--- src/sv/stcd_pkg.sv ---
// ----------------------------------------------------------------------------
// stcd_pkg
// Types, constants and helper functions shared by the text command decoder.
// ----------------------------------------------------------------------------
package stcd_pkg;

    localparam int LINE_CAPACITY_DEF = 64;

    localparam logic [7:0] CH_CR    = 8'h0D;
    localparam logic [7:0] CH_LF    = 8'h0A;
    localparam logic [7:0] CH_NUL   = 8'h00;
    localparam logic [7:0] CH_QMARK = 8'h3F;
    localparam logic [7:0] CH_PLUS  = 8'h2B;
    localparam logic [7:0] CH_MINUS = 8'h2D;

    localparam logic [39:0] KW_HELP  = {"HELP", 8'h00};
    localparam logic [39:0] KW_START = "START";
    localparam logic [39:0] KW_STOP  = {"STOP", 8'h00};
    localparam logic [39:0] KW_SET   = {"SET", 16'h0000};
    localparam logic [39:0] KW_MODE  = {"MODE", 8'h00};

    localparam logic [15:0] VALUE_CAP  = 16'hFFFF;
    localparam logic [15:0] MELODY_MAX = 16'd255;
    localparam logic [15:0] MODE_MAX   = 16'd3;

    localparam logic [2:0] RPL_OK         = 3'd0;
    localparam logic [2:0] RPL_HELP       = 3'd1;
    localparam logic [2:0] RPL_MEL_RANGE  = 3'd2;
    localparam logic [2:0] RPL_SET_USAGE  = 3'd3;
    localparam logic [2:0] RPL_MODE_RANGE = 3'd4;
    localparam logic [2:0] RPL_MODE_USAGE = 3'd5;
    localparam logic [2:0] RPL_UNKNOWN    = 3'd6;
    localparam logic [2:0] RPL_TOO_LONG   = 3'd7;

    typedef enum logic [1:0] {
        ST_IDLE,
        ST_LONG,
        ST_SCAN,
        ST_DONE
    } state_t;

    typedef enum logic [1:0] {
        PH_BLANK,
        PH_DIGIT,
        PH_END
    } phase_t;

    typedef struct packed {
        phase_t      ph;
        logic        neg;
        logic        any;
        logic [15:0] v;
    } parse_t;

    typedef struct packed {
        logic write_byte;
        logic clear_line;
        logic clear_flag;
        logic scan_start;
        logic scan_step;
        logic emit_long;
        logic emit_line;
    } cmd_t;

    typedef struct packed {
        logic is_eol;
        logic line_empty;
        logic line_full;
        logic text_empty;
        logic scan_done;
        logic out_free;
    } status_t;

    function automatic logic is_blank(input logic [7:0] c);
        return (c == 8'h20) || (c >= 8'h09 && c <= 8'h0D);
    endfunction

    function automatic logic is_digit(input logic [7:0] c);
        return (c >= 8'h30 && c <= 8'h39);
    endfunction

    function automatic logic [7:0] up_case(input logic [7:0] c);
        return (c >= 8'h61 && c <= 8'h7A) ? c - 8'h20 : c;
    endfunction

    function automatic logic [7:0] kw_byte(input logic [39:0] w, input logic [2:0] i);
        return w[(39 - 8 * int'(i)) -: 8];
    endfunction

    function automatic parse_t parse_init();
        parse_t p;
        p.ph  = PH_BLANK;
        p.neg = 1'b0;
        p.any = 1'b0;
        p.v   = '0;
        return p;
    endfunction

    function automatic parse_t parse_char(input parse_t p, input logic [7:0] c);
        parse_t      q;
        logic [19:0] t;
        q = p;
        t = ({4'b0, p.v} << 3) + ({4'b0, p.v} << 1) + {16'b0, c[3:0]};
        case (p.ph)
            PH_BLANK: begin
                if (is_blank(c)) begin
                    q.ph = PH_BLANK;
                end else if (c == CH_PLUS || c == CH_MINUS) begin
                    q.neg = (c == CH_MINUS);
                    q.ph  = PH_DIGIT;
                end else if (is_digit(c)) begin
                    q.v   = (t > {4'b0, VALUE_CAP}) ? VALUE_CAP : t[15:0];
                    q.any = 1'b1;
                    q.ph  = PH_DIGIT;
                end else begin
                    q.ph = PH_END;
                end
            end
            PH_DIGIT: begin
                if (is_digit(c)) begin
                    q.v   = (t > {4'b0, VALUE_CAP}) ? VALUE_CAP : t[15:0];
                    q.any = 1'b1;
                end else begin
                    q.ph = PH_END;
                end
            end
            default: q = p;
        endcase
        return q;
    endfunction

    function automatic logic [15:0] parse_value(input parse_t p);
        return (p.neg && p.v != '0) ? VALUE_CAP : p.v;
    endfunction

endpackage

--- src/sv/stcd_ctrl.sv ---
// ----------------------------------------------------------------------------
// stcd_ctrl
// Controller: sequences byte intake, the line scan and result transfer.
// ----------------------------------------------------------------------------
module stcd_ctrl (
    input  logic              aclk,
    input  logic              aresetn,
    input  logic              in_valid,
    input  logic              in_kind,
    output logic              in_ready,
    input  stcd_pkg::status_t sts,
    output stcd_pkg::cmd_t    cmd,
    output stcd_pkg::state_t  state
);

    stcd_pkg::state_t state_reg, state_next;

    always_ff @(posedge aclk) begin
        if (!aresetn) begin
            state_reg <= stcd_pkg::ST_IDLE;
        end else begin
            state_reg <= state_next;
        end
    end

    always_comb begin
        state_next = state_reg;
        cmd        = '0;
        in_ready   = 1'b0;
        case (state_reg)
            stcd_pkg::ST_IDLE: begin
                in_ready = 1'b1;
                if (in_valid) begin
                    if (in_kind) begin
                        cmd.clear_flag = 1'b1;
                    end else if (sts.is_eol) begin
                        if (!sts.line_empty) begin
                            cmd.scan_start = 1'b1;
                            state_next     = stcd_pkg::ST_SCAN;
                        end
                    end else if (!sts.line_full) begin
                        cmd.write_byte = 1'b1;
                    end else begin
                        cmd.clear_line = 1'b1;
                        state_next     = stcd_pkg::ST_LONG;
                    end
                end
            end
            stcd_pkg::ST_LONG: begin
                if (sts.out_free) begin
                    cmd.emit_long = 1'b1;
                    state_next    = stcd_pkg::ST_IDLE;
                end
            end
            stcd_pkg::ST_SCAN: begin
                cmd.scan_step = 1'b1;
                if (sts.scan_done) begin
                    state_next = stcd_pkg::ST_DONE;
                end
            end
            stcd_pkg::ST_DONE: begin
                if (sts.text_empty) begin
                    cmd.clear_line = 1'b1;
                    state_next     = stcd_pkg::ST_IDLE;
                end else if (sts.out_free) begin
                    cmd.emit_line  = 1'b1;
                    cmd.clear_line = 1'b1;
                    state_next     = stcd_pkg::ST_IDLE;
                end
            end
            default: state_next = stcd_pkg::ST_IDLE;
        endcase
    end

    assign state = state_reg;

endmodule

--- src/sv/stcd_dp.sv ---
// ----------------------------------------------------------------------------
// stcd_dp
// Datapath: line memory, trim tracking, keyword match, value parse, settings
// and the result register.
// ----------------------------------------------------------------------------
module stcd_dp #(
    parameter int LINE_CAPACITY = stcd_pkg::LINE_CAPACITY_DEF
) (
    input  logic              aclk,
    input  logic              aresetn,
    input  logic [7:0]        in_byte,
    input  stcd_pkg::cmd_t    cmd,
    output stcd_pkg::status_t sts,
    output logic              m_valid,
    input  logic              m_ready,
    output logic [2:0]        m_reply,
    output logic              m_playing,
    output logic [7:0]        m_melody_num,
    output logic [1:0]        m_light_sel,
    output logic              m_new_command
);

    localparam int AW    = $clog2(LINE_CAPACITY);
    localparam int DEPTH = LINE_CAPACITY - 1;

    logic [7:0]    mem [DEPTH];
    logic [7:0]    mem_q;

    logic [AW-1:0] len_reg;
    logic          zseen_reg;
    logic          nbseen_reg;
    logic [AW-1:0] start_reg;
    logic [AW-1:0] last_reg;
    logic [AW-1:0] text_len;

    logic [AW-1:0] rd_ptr_reg;
    logic [AW-1:0] rd_cnt_reg;
    logic          pend_reg;
    logic [AW-1:0] pend_idx_reg;

    logic hlp_reg, sta_reg, sto_reg, setp_reg, setx_reg, modp_reg, modx_reg, qm_reg;
    stcd_pkg::parse_t set_prs_reg, mode_prs_reg;

    logic       play_reg;
    logic [7:0] melody_reg;
    logic [1:0] led_reg;
    logic       flag_reg;

    logic       m_valid_reg;
    logic [2:0] reply_reg;
    logic       out_play_reg;
    logic [7:0] out_mel_reg;
    logic [1:0] out_led_reg;
    logic       out_flag_reg;

    logic [7:0]  c;
    logic [7:0]  u;
    logic [15:0] set_val, mode_val;
    logic [2:0]  dec_reply;
    logic        dec_play;
    logic [7:0]  dec_mel;
    logic [1:0]  dec_led;
    logic        dec_flag;

    assign text_len = last_reg - start_reg;

    assign sts.is_eol     = (in_byte == stcd_pkg::CH_CR) || (in_byte == stcd_pkg::CH_LF);
    assign sts.line_empty = (len_reg == '0);
    assign sts.line_full  = (len_reg == AW'(DEPTH));
    assign sts.text_empty = !nbseen_reg;
    assign sts.scan_done  = (rd_cnt_reg == text_len) && !pend_reg;
    assign sts.out_free   = !m_valid_reg || m_ready;

    always_ff @(posedge aclk) begin
        if (cmd.write_byte) begin
            mem[len_reg] <= in_byte;
        end
        mem_q <= mem[rd_ptr_reg];
    end

    // line length and trim bounds, tracked as bytes arrive
    always_ff @(posedge aclk) begin
        if (!aresetn) begin
            len_reg    <= '0;
            zseen_reg  <= 1'b0;
            nbseen_reg <= 1'b0;
            start_reg  <= '0;
            last_reg   <= '0;
        end else if (cmd.clear_line) begin
            len_reg    <= '0;
            zseen_reg  <= 1'b0;
            nbseen_reg <= 1'b0;
            start_reg  <= '0;
            last_reg   <= '0;
        end else if (cmd.write_byte) begin
            len_reg <= len_reg + 1'b1;
            if (!zseen_reg) begin
                if (in_byte == stcd_pkg::CH_NUL) begin
                    zseen_reg <= 1'b1;
                end else if (!stcd_pkg::is_blank(in_byte)) begin
                    if (!nbseen_reg) begin
                        start_reg <= len_reg;
                    end
                    nbseen_reg <= 1'b1;
                    last_reg   <= len_reg + 1'b1;
                end
            end
        end
    end

    // read pointer: one byte of the trimmed text per cycle
    always_ff @(posedge aclk) begin
        if (!aresetn) begin
            pend_reg <= 1'b0;
        end else if (cmd.scan_start) begin
            pend_reg <= 1'b0;
        end else if (cmd.scan_step) begin
            pend_reg <= (rd_cnt_reg != text_len);
        end else begin
            pend_reg <= 1'b0;
        end
    end

    always_ff @(posedge aclk) begin
        if (cmd.scan_start) begin
            rd_ptr_reg <= start_reg;
            rd_cnt_reg <= '0;
        end else if (cmd.scan_step && rd_cnt_reg != text_len) begin
            rd_ptr_reg   <= rd_ptr_reg + 1'b1;
            rd_cnt_reg   <= rd_cnt_reg + 1'b1;
            pend_idx_reg <= rd_cnt_reg;
        end
    end

    assign c = mem_q;
    assign u = stcd_pkg::up_case(mem_q);

    always_ff @(posedge aclk) begin
        if (cmd.scan_start) begin
            hlp_reg      <= 1'b1;
            sta_reg      <= 1'b1;
            sto_reg      <= 1'b1;
            setp_reg     <= 1'b1;
            setx_reg     <= 1'b1;
            modp_reg     <= 1'b1;
            modx_reg     <= 1'b1;
            qm_reg       <= 1'b0;
            set_prs_reg  <= stcd_pkg::parse_init();
            mode_prs_reg <= stcd_pkg::parse_init();
        end else if (pend_reg) begin
            if (pend_idx_reg < AW'(4)) begin
                hlp_reg  <= hlp_reg  && (u == stcd_pkg::kw_byte(stcd_pkg::KW_HELP,
                                                                 pend_idx_reg[2:0]));
                sto_reg  <= sto_reg  && (u == stcd_pkg::kw_byte(stcd_pkg::KW_STOP,
                                                                 pend_idx_reg[2:0]));
                modp_reg <= modp_reg && (u == stcd_pkg::kw_byte(stcd_pkg::KW_MODE,
                                                                 pend_idx_reg[2:0]));
                modx_reg <= modx_reg && (c == stcd_pkg::kw_byte(stcd_pkg::KW_MODE,
                                                                 pend_idx_reg[2:0]));
            end else begin
                mode_prs_reg <= stcd_pkg::parse_char(mode_prs_reg, c);
            end
            if (pend_idx_reg < AW'(5)) begin
                sta_reg <= sta_reg && (u == stcd_pkg::kw_byte(stcd_pkg::KW_START,
                                                               pend_idx_reg[2:0]));
            end
            if (pend_idx_reg < AW'(3)) begin
                setp_reg <= setp_reg && (u == stcd_pkg::kw_byte(stcd_pkg::KW_SET,
                                                                 pend_idx_reg[2:0]));
                setx_reg <= setx_reg && (c == stcd_pkg::kw_byte(stcd_pkg::KW_SET,
                                                                 pend_idx_reg[2:0]));
            end else begin
                set_prs_reg <= stcd_pkg::parse_char(set_prs_reg, c);
            end
            if (pend_idx_reg == '0) begin
                qm_reg <= (c == stcd_pkg::CH_QMARK);
            end
        end
    end

    assign set_val  = stcd_pkg::parse_value(set_prs_reg);
    assign mode_val = stcd_pkg::parse_value(mode_prs_reg);

    always_comb begin
        dec_reply = stcd_pkg::RPL_UNKNOWN;
        dec_play  = play_reg;
        dec_mel   = melody_reg;
        dec_led   = led_reg;
        dec_flag  = flag_reg;
        if ((text_len == AW'(4) && hlp_reg) || (text_len == AW'(1) && qm_reg)) begin
            dec_reply = stcd_pkg::RPL_HELP;
        end else if (text_len == AW'(5) && sta_reg) begin
            dec_reply = stcd_pkg::RPL_OK;
            dec_play  = 1'b1;
            dec_flag  = 1'b1;
        end else if (text_len == AW'(4) && sto_reg) begin
            dec_reply = stcd_pkg::RPL_OK;
            dec_play  = 1'b0;
            dec_flag  = 1'b1;
        end else if (text_len >= AW'(3) && setp_reg) begin
            if (!setx_reg || !set_prs_reg.any) begin
                dec_reply = stcd_pkg::RPL_SET_USAGE;
            end else if (set_val > stcd_pkg::MELODY_MAX) begin
                dec_reply = stcd_pkg::RPL_MEL_RANGE;
            end else begin
                dec_reply = stcd_pkg::RPL_OK;
                dec_mel   = set_val[7:0];
                dec_flag  = 1'b1;
            end
        end else if (text_len >= AW'(4) && modp_reg) begin
            if (!modx_reg || !mode_prs_reg.any) begin
                dec_reply = stcd_pkg::RPL_MODE_USAGE;
            end else if (mode_val > stcd_pkg::MODE_MAX) begin
                dec_reply = stcd_pkg::RPL_MODE_RANGE;
            end else begin
                dec_reply = stcd_pkg::RPL_OK;
                dec_led   = mode_val[1:0];
                dec_flag  = 1'b1;
            end
        end
    end

    always_ff @(posedge aclk) begin
        if (!aresetn) begin
            play_reg   <= 1'b0;
            melody_reg <= '0;
            led_reg    <= '0;
            flag_reg   <= 1'b0;
        end else if (cmd.clear_flag) begin
            flag_reg <= 1'b0;
        end else if (cmd.emit_line) begin
            play_reg   <= dec_play;
            melody_reg <= dec_mel;
            led_reg    <= dec_led;
            flag_reg   <= dec_flag;
        end
    end

    always_ff @(posedge aclk) begin
        if (!aresetn) begin
            m_valid_reg <= 1'b0;
        end else if (cmd.emit_line || cmd.emit_long) begin
            m_valid_reg <= 1'b1;
        end else if (m_ready) begin
            m_valid_reg <= 1'b0;
        end
    end

    always_ff @(posedge aclk) begin
        if (cmd.emit_line) begin
            reply_reg    <= dec_reply;
            out_play_reg <= dec_play;
            out_mel_reg  <= dec_mel;
            out_led_reg  <= dec_led;
            out_flag_reg <= dec_flag;
        end else if (cmd.emit_long) begin
            reply_reg    <= stcd_pkg::RPL_TOO_LONG;
            out_play_reg <= play_reg;
            out_mel_reg  <= melody_reg;
            out_led_reg  <= led_reg;
            out_flag_reg <= flag_reg;
        end
    end

    assign m_valid       = m_valid_reg;
    assign m_reply       = reply_reg;
    assign m_playing     = out_play_reg;
    assign m_melody_num  = out_mel_reg;
    assign m_light_sel   = out_led_reg;
    assign m_new_command = out_flag_reg;

endmodule

--- src/sv/serial_text_command_decoder.sv ---
// ----------------------------------------------------------------------------
// serial_text_command_decoder
// Collects received bytes into a line and decodes it as one text command.
// ----------------------------------------------------------------------------
// A byte that does not end a line is taken while idle. A CR or LF that ends
// a nonempty line starts a scan of the stored line through the single read
// port of the line memory, one byte a cycle, and no further byte is taken
// until the line is decoded and cleared. A line that is too long is cleared
// and answered with a too-long reply. A result waits in an output register;
// a new line end waits for it to be taken.
module serial_text_command_decoder #(
    parameter int LINE_CAPACITY = stcd_pkg::LINE_CAPACITY_DEF
) (
    input  logic       aclk,
    input  logic       aresetn,
    input  logic       s_valid,
    output logic       s_ready,
    input  logic       s_kind,
    input  logic [7:0] s_byte_value,
    output logic       m_valid,
    input  logic       m_ready,
    output logic [2:0] m_reply,
    output logic       m_playing,
    output logic [7:0] m_melody_num,
    output logic [1:0] m_light_sel,
    output logic       m_new_command
);

    stcd_pkg::cmd_t    cmd;
    stcd_pkg::status_t sts;
    stcd_pkg::state_t  state;

    stcd_ctrl u_ctrl (
        .aclk     (aclk),
        .aresetn  (aresetn),
        .in_valid (s_valid),
        .in_kind  (s_kind),
        .in_ready (s_ready),
        .sts      (sts),
        .cmd      (cmd),
        .state    (state)
    );

    stcd_dp #(
        .LINE_CAPACITY (LINE_CAPACITY)
    ) u_dp (
        .aclk          (aclk),
        .aresetn       (aresetn),
        .in_byte       (s_byte_value),
        .cmd           (cmd),
        .sts           (sts),
        .m_valid       (m_valid),
        .m_ready       (m_ready),
        .m_reply       (m_reply),
        .m_playing     (m_playing),
        .m_melody_num  (m_melody_num),
        .m_light_sel   (m_light_sel),
        .m_new_command (m_new_command)
    );

    a_eol_scan : assert property (@(posedge aclk) disable iff (!aresetn)
        (s_valid && s_ready && !s_kind && sts.is_eol && !sts.line_empty)
        |=> (state == stcd_pkg::ST_SCAN))
        else $error("line end did not start a scan");

    a_long : assert property (@(posedge aclk) disable iff (!aresetn)
        (s_valid && s_ready && !s_kind && !sts.is_eol && sts.line_full)
        |=> (state == stcd_pkg::ST_LONG && sts.line_empty))
        else $error("overflow byte did not clear the line");

    a_emit_src : assert property (@(posedge aclk) disable iff (!aresetn)
        $rose(m_valid) |-> ($past(state) == stcd_pkg::ST_LONG
                            || $past(state) == stcd_pkg::ST_DONE))
        else $error("transfer raised outside a result state");

endmodule
--- config.mk ---
export PLATFORM = sky130hd
export DESIGN_NAME = serial_text_command_decoder
export DESIGN_NICKNAME = d
export VERILOG_FILES = /design/src/sv/stcd_pkg.sv /design/src/sv/stcd_ctrl.sv /design/src/sv/stcd_dp.sv /design/src/sv/serial_text_command_decoder.sv
export SDC_FILE = /design/constraint.sdc
export NUM_CORES = 1
export LEC_CHECK = 0
export BUFFER_PORTS_ARGS = -buffer_cell sky130_fd_sc_hd__buf_2
export CAP_MARGIN = 5
export CORE_MARGIN = 8
export CORE_UTILIZATION = 59
export CTS_CLUSTER_DIAMETER = 120
export DETAILED_ROUTE_END_ITERATION = 6
export PLACE_DENSITY = 0.75
export SLEW_MARGIN = 40
export SYNTH_ARGS = -nofsm -noshare
export SYNTH_HDL_FRONTEND = slang
export SYNTH_SLANG_ARGS = --single-unit
--- constraint.sdc ---
create_clock -name aclk -period 3.7 [get_ports aclk]
set_input_delay 0.185 -clock aclk [delete_from_list [all_inputs] [get_ports aclk]]
set_output_delay 0.185 -clock aclk [all_outputs]
set_load 0.05 [all_outputs]
# After elaboration in Yosys (flattened, before gate mapping)
# Memory sizes are Yosys's and may differ from the RTL's. A register that Yosys moved wholly into a read port is not among the register bits.
# Cells that the tools add are included.
# classes
n_addsub	10
n_lt_le_gt_ge	17
eq_ne	36
n_shift	5
mux	99
n_bitwise	11
n_reduce_logical	67
# op_table
operator	n
47-bit by 32-bit indexed part select with 8-bit output, first input constant	5
17-bit two-way mux	6
8-bit two-way mux	9
17-bit one-hot mux with 2 select lines	2
16-bit two-way mux	4
8-bit == test	7
2-bit two-way mux	25
19-bit by 17-bit adder with 20-bit output	2
20-bit by 4-bit adder with 20-bit output	2
8-bit by 6-bit == test with 1-bit output, second input constant	5
20-bit by 16-bit > comparator with 1-bit output, second input constant	2
1-bit two-way mux	36
16-bit nonzero test	2
3-bit two-way mux	10
5-bit AND reduction	6
1-bit logical AND	21
6-bit by 1-bit adder with 6-bit output, second input constant	3
2-bit inequality test, second input constant	9
8-bit by 4-bit == test with 1-bit output, second input constant	2
8-bit by 4-bit greater-or-equal comparator with 1-bit output, second input constant	2
16-bit by 2-bit > comparator with 1-bit output, second input constant	1
16-bit by 8-bit > comparator with 1-bit output, second input constant	1
8-bit by 4-bit <= comparator with 1-bit output, second input constant	2
6-bit by 3-bit == test with 1-bit output, second input constant	2
35 further kinds	79
# totals
register_bits	117
mem_bits_rw	504
in_bits	13
out_inout_bits	17
word_cells	282
n_memories	1
# memory_table
memory	depth	word_bits	rd	rd_ports_with_merged_regs	write_ports	line	source
u_dp.mem	63	8	1	1	1	stcd_dp.sv:26	logic [7:0] mem [DEPTH];

# Longest topological paths before layout
# Gate-level depths: netlist of the first run.
# logic_depth
word_depth	12
mapped_depth	12
ltp_nobuf	11

# Cells and area by module
# Synthesis of the first run repeated with hierarchy kept, for this count alone.
# unflattened
cells_unflattened	1765
area_unflattened_um2	27791.7
# modules_own_cells
mod	n_inst	cells_each	area_each_um2	seq_area_each_um2
stcd_dp	1	1720	27505.1	17867.1
stcd_ctrl	1	45	286.5	40.0

# Worst setup path before layout of the first run
# OpenSTA, ideal clock, no wires.
# synth_timing
path_type	reg-to-reg
from	register u_dp.mem_q[3] (netlist: u_dp.c[3]), read port of u_dp.mem
to	register u_dp.set_prs_reg[10] (netlist name)
setup_time_ps	70
arrival_ps	2804
required_time_ps	3630
path_slack_ps	827
stages_incl_launch_ff	12
n_path_buf	1
synth_period_minus_slack_ps	2873
path_cell_list	dfxtp_1 -> fa_1 -> inv_1 -> fa_1 -> nor2b_1 -> o31a_1 -> o211ai_1 -> o21a_1 -> o311ai_1 -> a211oi_4 -> buf_4 -> a21oi_1
# synth_via
elab_chain_len	7
word_cells_on_any_way	21
cone_classes	add/sub (1); order compare (5); eq/ne (5); mux (5); reduce/logical (5)
# synth_lines
item	line	source
start, declared	stcd_dp.sv:27	logic [7:0] mem_q;
20-bit by 4-bit adder with 20-bit output	stcd_pkg.sv:103	t = ({4'b0, p.v} << 3) + ({4'b0, p.v} << 1) + {16'b0, c[3:0]};
20-bit by 16-bit > comparator with 1-bit output	stcd_pkg.sv:112, stcd_pkg.sv:121	
16-bit two-way mux	stcd_pkg.sv:112, stcd_pkg.sv:121	
17-bit two-way mux	stcd_pkg.sv:111, stcd_pkg.sv:120	
17-bit two-way mux	stcd_pkg.sv:108	end else if (c == CH_PLUS || c == CH_MINUS) begin
17-bit two-way mux	stcd_pkg.sv:106	if (is_blank(c)) begin
17-bit one-hot mux with 2 select lines	stcd_pkg.sv:104	case (p.ph)
end signal, assigned	stcd_dp.sv:148	set_prs_reg <= stcd_pkg::parse_init();
end signal, assigned	stcd_dp.sv:173	set_prs_reg <= stcd_pkg::parse_char(set_prs_reg, c);
end, declared	stcd_dp.sv:42	stcd_pkg::parse_t set_prs_reg, mode_prs_reg;
# Parallel ways exist; a longest one is shown, timed or not. The select of a mux whose other input is x is not followed.
# A chain may end at the register's enable or synchronous reset.

# Final worst setup path of the first run
# layout_timing
from	register u_dp.mem_q[3] (netlist: u_dp.c[3]), read port of u_dp.mem
to	register u_dp.set_prs_reg[1] (netlist name)
# Same word-level chain as after synthesis.

==> flow_summary.ini, run 1 <==
[global_routing]
grt.overflow.total = 0
grt_use_total_pct = 22.94
antenna_found_initial = 0
grt_pass1_wl_um = 94880
grt_max_degree = 82
grt_pass1_vias = 16028

[worst_setup_path]
worst_setup_path_end_kind = flop
reg2reg_from = u_dp.c[3]
start_kind = flop
rr_worst_depth = 11
reg2reg_slack_ns = 0.37
crit_chain = fa_1, inv_1, fa_1, nor2b_1, o31a_1, o211ai_1, o21a_1, o311ai_1, a211oi_4, buf_4, a21oi_1
cpMostUsedCell = fa_1
slowest_stage = fa_1
cp_data_required_time_ns = 4.26
max_stage_delay_ns = 0.62
crit_arrival_ns = 3.89
worstSetupPathType = flop to flop
reg2reg_to = u_dp.set_prs_reg[1]
crit_start = u_dp.c[3]
critPathMaxFanout = 10

[layout]
drive_above_1_share_pct = 18.80
area_growth_pct = 11.03
nNetsFinal = 1950
n_fill_cell = 3054
n_antenna_cell = 0
stdcell_area_um2 = 30860
largest_register_ffs = 504

[floorplan]
core.rowCount = 79
initial_core_util_pct = 59.70
fp.dieW_um = 233.0
core_region_area_um2 = 46560
dieHeight_um = 233.0
die-area_um2 = 54310
pin_count = 30

[cts]
clock_latency_ns = 0.64
cts_buffer_depth = 3
clkTransAtPathRegs_ns = 0.06
cts_inserted_buffers = 61
clockRootBuffer = clkbuf_16
numClockSinks = 629
htreeDepth = 2
cts_tree = yes
postCtsSetupRepairBufs = 0

[power]
p_leak_nw = 10.64
ir_worst_vdd_uv = 452.8
p_per_area_nw_per_um2 = 465.8

[placement]
routabilityCongestion = 0.8707
io_buffers = 29
post-dp-hpwl_um = 38560
place_area_um2 = 28750

[synthesis]
synth_common_cells = edfxtp_1 (531), mux4_2 (148), nor2_1 (137)
netlist_instances = 1795
yosys.area.top_type_share_pct = 57.37
ys_types = 82
synth.avg_cell_area_um2 = 15.48
yosysMostFrequentCell = edfxtp_1
synthArstFlopShare_pct = 0
synth_area_um2 = 27790
ys_ff_latch = 629
yosysSeqAreaShare_pct = 64.43
yosysWarnings = 0
synth_area_leader_cell = edfxtp_1
syn-num-nets = 1893
synthTopCellsByArea = edfxtp_1 (57%), mux4_2 (12%), dfxtp_1 (7.1%)
ys.flop_type = edfxtp_1
synth_edf_count = 531

[sta]
setup_violations = 0
max-slew-margin-rel_pct = 39.68
worstMarginPinSlew_ns = 0.9022
max_freq_ghz = 0.3006
rsz0062_at_grt = false
final.setup.tns_ns = 0
hold_viol = 0
clock_skew_ns = 0.03236
drv_slew = 0
finalCriticalPeriod_ns = 3.326
whs_ns = 0.07395
finalCritPeriodShare_pct = 89.90

[routing]
ant_nets = 0
drt_iter0_drc = 1675
wl_um = 61900
drc_errors = 0
wire_per_inst_um = 24.65
viasPerCell = 6.360
via_count = 15970
first_pass_iters = 5

[min_path]
holdPathEnd = u_dp.melody_reg[7]
hp-start = aresetn
min_path_cells = 3
hold_path_class = primary input to flop

[job]
drv_cap = 0

[outcome]
outcome = completed
## per-stage QoR
stage	std cells	utilization [%]	setup WS, ns	total power [mW]
after floorplan	1795	-	0.8265	8.071
after global placement	2392	61.74	0.4562	8.237
after detailed placement	2392	61.76	0.3384	8.254
after CTS	2511	66.20	0.3174	14.44
after global routing	2511	66.28	0.04165	14.73
final	2511	66.28	0.3735	14.37
## layout by cell type, fill, tap and decap left out, drive strengths merged, types with 5 or more instances in the layout
cell,count
mux2i,47
fa,5
dfxtp,98
nor3,18
mux4,148
buf,73
nor4b,5
inv,42
nor4,12
nand2,92
o211ai,8
o21ai,95
clkinv,27
a21oi,79
nand3,33
or2,12
nor2b,26
edfxtp,531
clkbuf,79
or3,9
xnor2,37
o21a,6
nand2b,13
xor2,20
ha,80
and3,11
nor2,141
bufinv,6
nand4,9
and2,6
mux2,13
a31oi,7
a21o,14
o31ai,5
a211oi,28
## what timing repair did
item | in CTS | in global routing
endpoints found under the hold margin | 3 | 0
hold buffers | 4 | 0
endpoints found under the setup margin | 0 | 4
resized for setup | 0 | 1
## where the power goes
part | internal (mW) | leakage [nW] | switching (mW)
clock | 3.57 | 0.989 | 2.69
sequential | 7.71 | 5.56 | 0.0258
combinational | 0.0954 | 4.09 | 0.282
total | 11.4 | 10.6 | 3.00
## layer usage
| metal | up-vias | part of all wire [%] | track usage [%] |
|---|---|---|---|
| met2 | 660 | 50 | 37.82 |
| met4 | 0 | 3.4 | 8.504 |
| li1 | 7144 | - | - |
| met3 | 110 | 7.3 | 3.970 |
| met1 | 8056 | 40 | 30.56 |
| met5 | - | 0 | 0 |
## logic make-up (layout without fill, tap and decap cells)
group / count (synthesis) / after routing / share of synthesized area, %
simple gates: 402 / 402 / 7.077
compound gates: 290 / 290 / 6.542
fa+ha+maj: 85 / 85 / 3.962
xor+xnor: 58 / 58 / 1.877
buf+inv: 123 / 232 / 1.895
flops: 629 / 629 / 64.43
mux: 208 / 208 / 14.21
## how the worst max path moves through the flow
stage / to / slack (ns) / cells after the start
2_1_floorplan: u_dp.set_prs_reg[10] / 0.83 / 11
3_3_place_gp: u_dp.mode_prs_reg[4] / 0.46 / 10
3_5_place_dp: u_dp.mode_prs_reg[4] / 0.34 / 10
4_1_cts: u_dp.mode_prs_reg[4] / 0.32 / 10
5_1_grt: u_dp.mode_prs_reg[4] / 0.04 / 10
6_report: u_dp.set_prs_reg[1] / 0.37 / 11
## worst max-delay path, delay by kind of cell, from the launching register on
kind / cells / cell delay (ns)
simple gates: 1 / 0.18
flops: 1 / 0.46
fa+ha+maj: 2 / 1.07
compound gates: 6 / 1.29
buf+inv: 2 / 0.25
## final cells by class
class | instances | area [um^2] | area share, %
tap | 607 | 759.5 | 2.461
clock inverter | 36 | 382.9 | 1.241
multi-input combinational | 1043 | 9409 | 30.49
clock buffer | 79 | 1645 | 5.332
sequential | 629 | 17910 | 58.03
timing repair buffer | 77 | 603.1 | 1.954
inverter | 40 | 150.1 | 0.4866
No activity file was read; power rests on OpenSTA's default activity.
==> run 2, diff against run 1 <==
==> constraint.sdc (replaced) <==
create_clock -name aclk -period 3.7 [get_ports aclk]
set_input_delay 0.555 -clock aclk [delete_from_list [all_inputs] [get_ports aclk]]
set_output_delay 0.555 -clock aclk [all_outputs]
set_load 0.05 [all_outputs]
==> run 2 against run 1 <==
  * Sequential share of layout area shrank 0.13 points
  * Sequential cell count unchanged
  * First-iteration DRC count is 11% lower
  * Maximum frequency decreased by 1.9%
  * Combinational power is essentially flat
  * Cell count rose by 0.28%
  * Clock power increased by 3%
  * Critical path depth down 1
  * Via count rose by 1.1%
  * Cell area grew 0.23%
  * Clock-buffer cell count decreased by 9
  * Sequential power barely moved
  * Critical path type unchanged
  * Critical endpoint is now u_dp.mode_prs_reg[15]
  * Largest power group unchanged
==> flow_summary.ini, run 2 (synthesis gave the netlist of run 1 again) <==
[outcome]
outcome = completed

[worst_setup_path]
crit_chain = fa_1, inv_1, fa_1, nor2b_1, o21ai_1, a21oi_1, o21ai_0, a211oi_4, nor2_4, o31ai_1
max_stage_delay_ns = 0.63
reg2reg_from = u_dp.c[3]
cpMostUsedCell = fa_1
worst_setup_path_end_kind = flop
crit_arrival_ns = 3.92
critPathMaxFanout = 10
rr_worst_depth = 10
start_kind = flop
reg2reg_to = u_dp.mode_prs_reg[15]
critPathTopFamily = compound AO/OA/AOI/OAI gates
path_buf_inv = 1
slowest_stage = fa_1
cp_data_required_time_ns = 4.23
worstSetupPathType = flop to flop
reg2reg_slack_ns = 0.31

[power]
ir_worst_vdd_uv = 638.0
p_leak_nw = 10.69
p_total_mw = 14.54
p_per_area_nw_per_um2 = 470.2

[sta]
setup_violations = 0
hold_viol = 0
max_freq_ghz = 0.2949
final.setup.tns_ns = 0
finalCriticalPeriod_ns = 3.391
rsz0062_at_grt = false
worstMarginPinSlew_ns = 0.8752
drv_slew = 0
clock_skew_ns = 0.02300
finalCritPeriodShare_pct = 91.65
max-slew-margin-rel_pct = 41.49

[placement]
io_buffers = 29
place_area_um2 = 28810
post-dp-hpwl_um = 40260
routabilityCongestion = 0.8691
place_inst = 2402

[cts]
postCtsSetupRepairBufs = 0
cts_buffer_depth = 3
numClockSinks = 629
clkTransAtPathRegs_ns = 0.06
htreeDepth = 2
cts_inserted_buffers = 61
clockRootBuffer = clkbuf_16
cts_tree = yes
clock_latency_ns = 0.63

[layout]
mostFrequentLayoutCells = edfxtp_1 (531), mux4_2 (148), nor2_1 (131), dfxtp_1 (98), nand2_1 (92)
area_growth_pct = 11.28
nNetsFinal = 1957
final_util_pct = 66.43
drive_above_1_share_pct = 19.15
final_common_cell = edfxtp_1
n_fill_cell = 3089
n_antenna_cell = 0
largest_register_ffs = 504
stdcell_count = 2518
stdcell_area_um2 = 30930

[routing]
drc_errors = 0
via_count = 16149
wl_um = 63020
wire_per_inst_um = 25.03
drt_iter0_drc = 1493
ant_nets = 0
first_pass_iters = 5
viasPerCell = 6.413

[global_routing]
grt_max_degree = 83
grt_pass1_wl_um = 97920
grt_use_total_pct = 23.54
grt_pass1_vias = 16361
grt.overflow.total = 0
antenna_found_initial = 0

[floorplan]
core_region_area_um2 = 46560
pin_count = 30
core.rowCount = 79
fp.dieW_um = 233.0
die-area_um2 = 54310
initial_core_util_pct = 59.70
dieHeight_um = 233.0

[min_path]
hp-start = m_ready
hold_path_class = primary input to flop
holdPathEnd = u_dp.m_valid
min_path_cells = 3

[job]
drv_cap = 0
## run 2: cell count changes in the layout (fill, tap and decap cells not counted), moves of 3 or more
cell / delta
clkinv_1: +4
nor2_2: -5
clkbuf_1: -6
buf_4: +10
clkinv_8: +3
bufinv_16: +4
dlygate4sd3_1: -4
nor2_1: +5
clkinv_2: -3
buf_6: +3
## run 2: worst max path at each step
stage,depth (start not counted),to,slack [ns],from
after global placement,7,u_dp.mem[36][4],0.32,s_byte_value[2]
after detailed placement,7,u_dp.mem[36][6],0.21,s_byte_value[2]
final,10,u_dp.mode_prs_reg[15],0.31,u_dp.c[3]
after floorplan,11,u_dp.set_prs_reg[10],0.83,u_dp.c[3]
after CTS,10,u_dp.mode_prs_reg[15],0.28,u_dp.c[3]
after global routing,10,u_dp.mode_prs_reg[15],0.04,u_dp.c[3]
## run 2: area by class of cell
cell class | instances | area, um^2 | share of cell area [%]
clock buffers | 70 | 1570 | 5.077
clock inverters | 45 | 511.7 | 1.655
inverters | 40 | 150.1 | 0.4855
multi-input cells | 1043 | 9397 | 30.38
flip-flops and latches | 629 | 17910 | 57.90
well taps | 607 | 759.5 | 2.456
repair buffers | 84 | 631.9 | 2.043
## run 2: power breakdown
part / total [mW] / internal [mW] / switching [mW]
clock: 6.43 / 3.75 / 2.68
combinational: 0.378 / 0.0915 / 0.286
sequential: 7.73 / 7.71 / 0.0265
## run 2: tightest hold or removal path: stages
cell,delay (ns)
buf_2,0.09
nand2b_1,0.13
a21oi_1,0.07
## run 2: through the flow
step	worst slack (ns)	hold slack, ns
5_1_grt	0.03811	0.2768
2_1_floorplan	0.8265	0.4280
6_report	0.3090	0.2645
4_1_cts	0.2750	0.2345
3_3_place_gp	0.3219	0.4406
3_5_place_dp	0.2054	0.4518
## run 2: metal layers
metal	global-route usage (%)	share of wire [%]	vias to the layer above
li1	-	-	7159
met1	31.51	40	8196
met2	39.37	50	681
met3	3.605	6.6	113
met4	7.859	3.1	0
met5	0	0	-
## run 2: repair_timing
item,CTS,global route
gates resized for setup,0,1
setup endpoints to repair,0,1
hold buffers,0,0
==> run 3, diff against run 2 <==
- CORE_UTILIZATION: 59 -> 57
- PLACE_DENSITY: 0.75 -> 0.76
- clock period: 3.7 -> 3.05 ns (I/O delays scaled with it)
==> run 3 against run 2 <==
  * Clock power increased by 21%
  * Maximum frequency increased by 14%
  * Routed wire length increased by 2.8%
  * Register-to-register slack got worse by 0.23 ns
  * Clock skew increased by 0.029 ns
  * Sequential power increased by 21%
  * Total power increased by 21%
  * Sequential share of layout area decreased by 0.91 points
  * Non-clock buffer count increased by 37
==> flow_summary.ini, run 3 (synthesis gave the netlist of run 1 again) <==
[outcome]
outcome = completed

[global_routing]
grt_pass1_wl_um = 99510
met2_usage_pct = 40.00
globalRoute.busiestLayer = met2
grt_use_total_pct = 23.01
grt_max_degree = 67
grt_pass1_vias = 16756
use_met1_pct = 29.30
antenna_found_initial = 3
grt.overflow.total = 0
met3_usage_pct = 2.999

[layout]
mostFrequentLayoutCells = edfxtp_1 (531), mux4_2 (148), nor2_1 (129), dfxtp_1 (98), nand2_1 (92)
area_growth_pct = 13.05
largest_register_ffs = 504
stdcell_count = 2566
final_util_pct = 64.72
stdcell_area_um2 = 31420
drive_above_1_share_pct = 21.68
final_common_cell = edfxtp_1
nNetsFinal = 1994

[cts]
cts_tree = yes
numClockSinks = 629
clock_latency_ns = 0.66
cts_buffer_depth = 3
clockRootBuffer = clkbuf_16
clkTransAtPathRegs_ns = 0.06
htreeDepth = 2
ctsHoldBuffers = 0
cts_inserted_buffers = 60

[placement]
routabilityCongestion = 0.8808
post-dp-hpwl_um = 40330
place_inst = 2447
dp_slack_ns = -0.2576
place_area_um2 = 29120
io_buffers = 29

[floorplan]
core_region_area_um2 = 48550
dieHeight_um = 236.8
pin_count = 30
core.rowCount = 81
die-area_um2 = 56080
initial_core_util_pct = 57.25
fp.dieW_um = 236.8

[routing]
viasPerCell = 6.408
first_pass_iters = 5
wl_um = 64800
wire_per_inst_um = 25.25
via_count = 16442
drt_iter0_drc = 1419
ant_nets = 0
drc_errors = 0

[worst_setup_path]
crit_arrival_ns = 3.21
worstSetupPathType = flop to flop
cp_data_required_time_ns = 3.29
reg2reg_to = u_dp.mem[3][6]
reg2reg_from = u_ctrl.state[1]
reg2reg_slack_ns = 0.08
critPathMaxFanout = 8
start_kind = flop
worst_setup_path_end_kind = flop
rr_worst_depth = 7

[power]
p_leak_nw = 10.91
p_per_area_nw_per_um2 = 560.8
p_total_mw = 17.62
ir_worst_vdd_uv = 752.4

[min_path]
hp-start = m_ready
hold_path_class = primary input to flop
min_path_cells = 3
holdPathEnd = u_dp.m_valid

[sta]
worstMarginPinSlew_ns = 0.8314
max-slew-margin-rel_pct = 44.37
finalCriticalPeriod_ns = 2.967
finalCritPeriodShare_pct = 97.28
clock_skew_ns = 0.05225
setup_violations = 0
hold_viol = 0
max_freq_ghz = 0.3370
rsz0062_at_grt = true
final.setup.tns_ns = 0
final.setup.worst_slack_ns = 0.08291
whs_ns = 0.1769
drv_slew = 0

[job]
drv_cap = 0
==> run 3: changes by cell type in the layout (fill, tap and decap cells not counted), sizes merged <==
cell	before	now
clkinv	29	14
diode	0	2
bufinv	10	9
nor2	141	142
clkinvlp	4	1
buf	84	121
clkbuf	70	82
==> run 3: worst max-delay path, stage by stage, from the launching register on <==
cell	delay, ns
dfxtp_1	0.35
inv_1	0.09
ha_1	0.31
nand2_1	0.22
nor2b_1	0.18
nor2b_1	0.36
nand2_1	0.33
nor2_1	0.73
==> run 3: area by class of cell <==
type                    count  area, um^2
fillers                  3224       17130
clock buffers              82        1635
flip-flops and latches    629       17910
well taps                 622       778.2
inverters                  40       150.1
multi-input cells        1044        9527
diodes                      2       5.005
clock inverters            26       419.2
repair buffers            121       997.2
==> run 3: repair_timing <==
action                                  CTS  global route
buffers inserted                          4             4
endpoints found under the setup margin   25            81
gates resized for setup                   5            26
pin swaps                                 3            11
gates cloned                              0             1
==> run 3: power breakdown <==
part           total (mW)  switching [mW]  internal [mW]
clock network        7.77            3.24           4.53
registers            9.38          0.0322           9.35
logic               0.467           0.348          0.119
==> run 3: worst max-delay path by stage <==
stage / startpoint / cells past startpoint / end
after CTS: u_dp.c[3] / 12 / u_dp.set_prs_reg[0]
after detailed placement: u_dp.c[3] / 10 / u_dp.set_prs_reg[11]
after floorplan: u_dp.c[3] / 11 / u_dp.set_prs_reg[10]
after global placement: u_dp.c[3] / 10 / u_dp.set_prs_reg[0]
final: u_ctrl.state[1] / 7 / u_dp.mem[3][6]
after global routing: u_ctrl.state[0] / 7 / u_dp.mem[1][5]
==> run 3: routing by layer <==
| metal | wire, um | vias to the layer above |
|---|---|---|
| li1 | - | 7230 |
| met4 | 2389 | 0 |
| met5 | 0 | - |
| met2 | 33000 | 705 |
| met3 | 4020 | 141 |
| met1 | 25390 | 8366 |
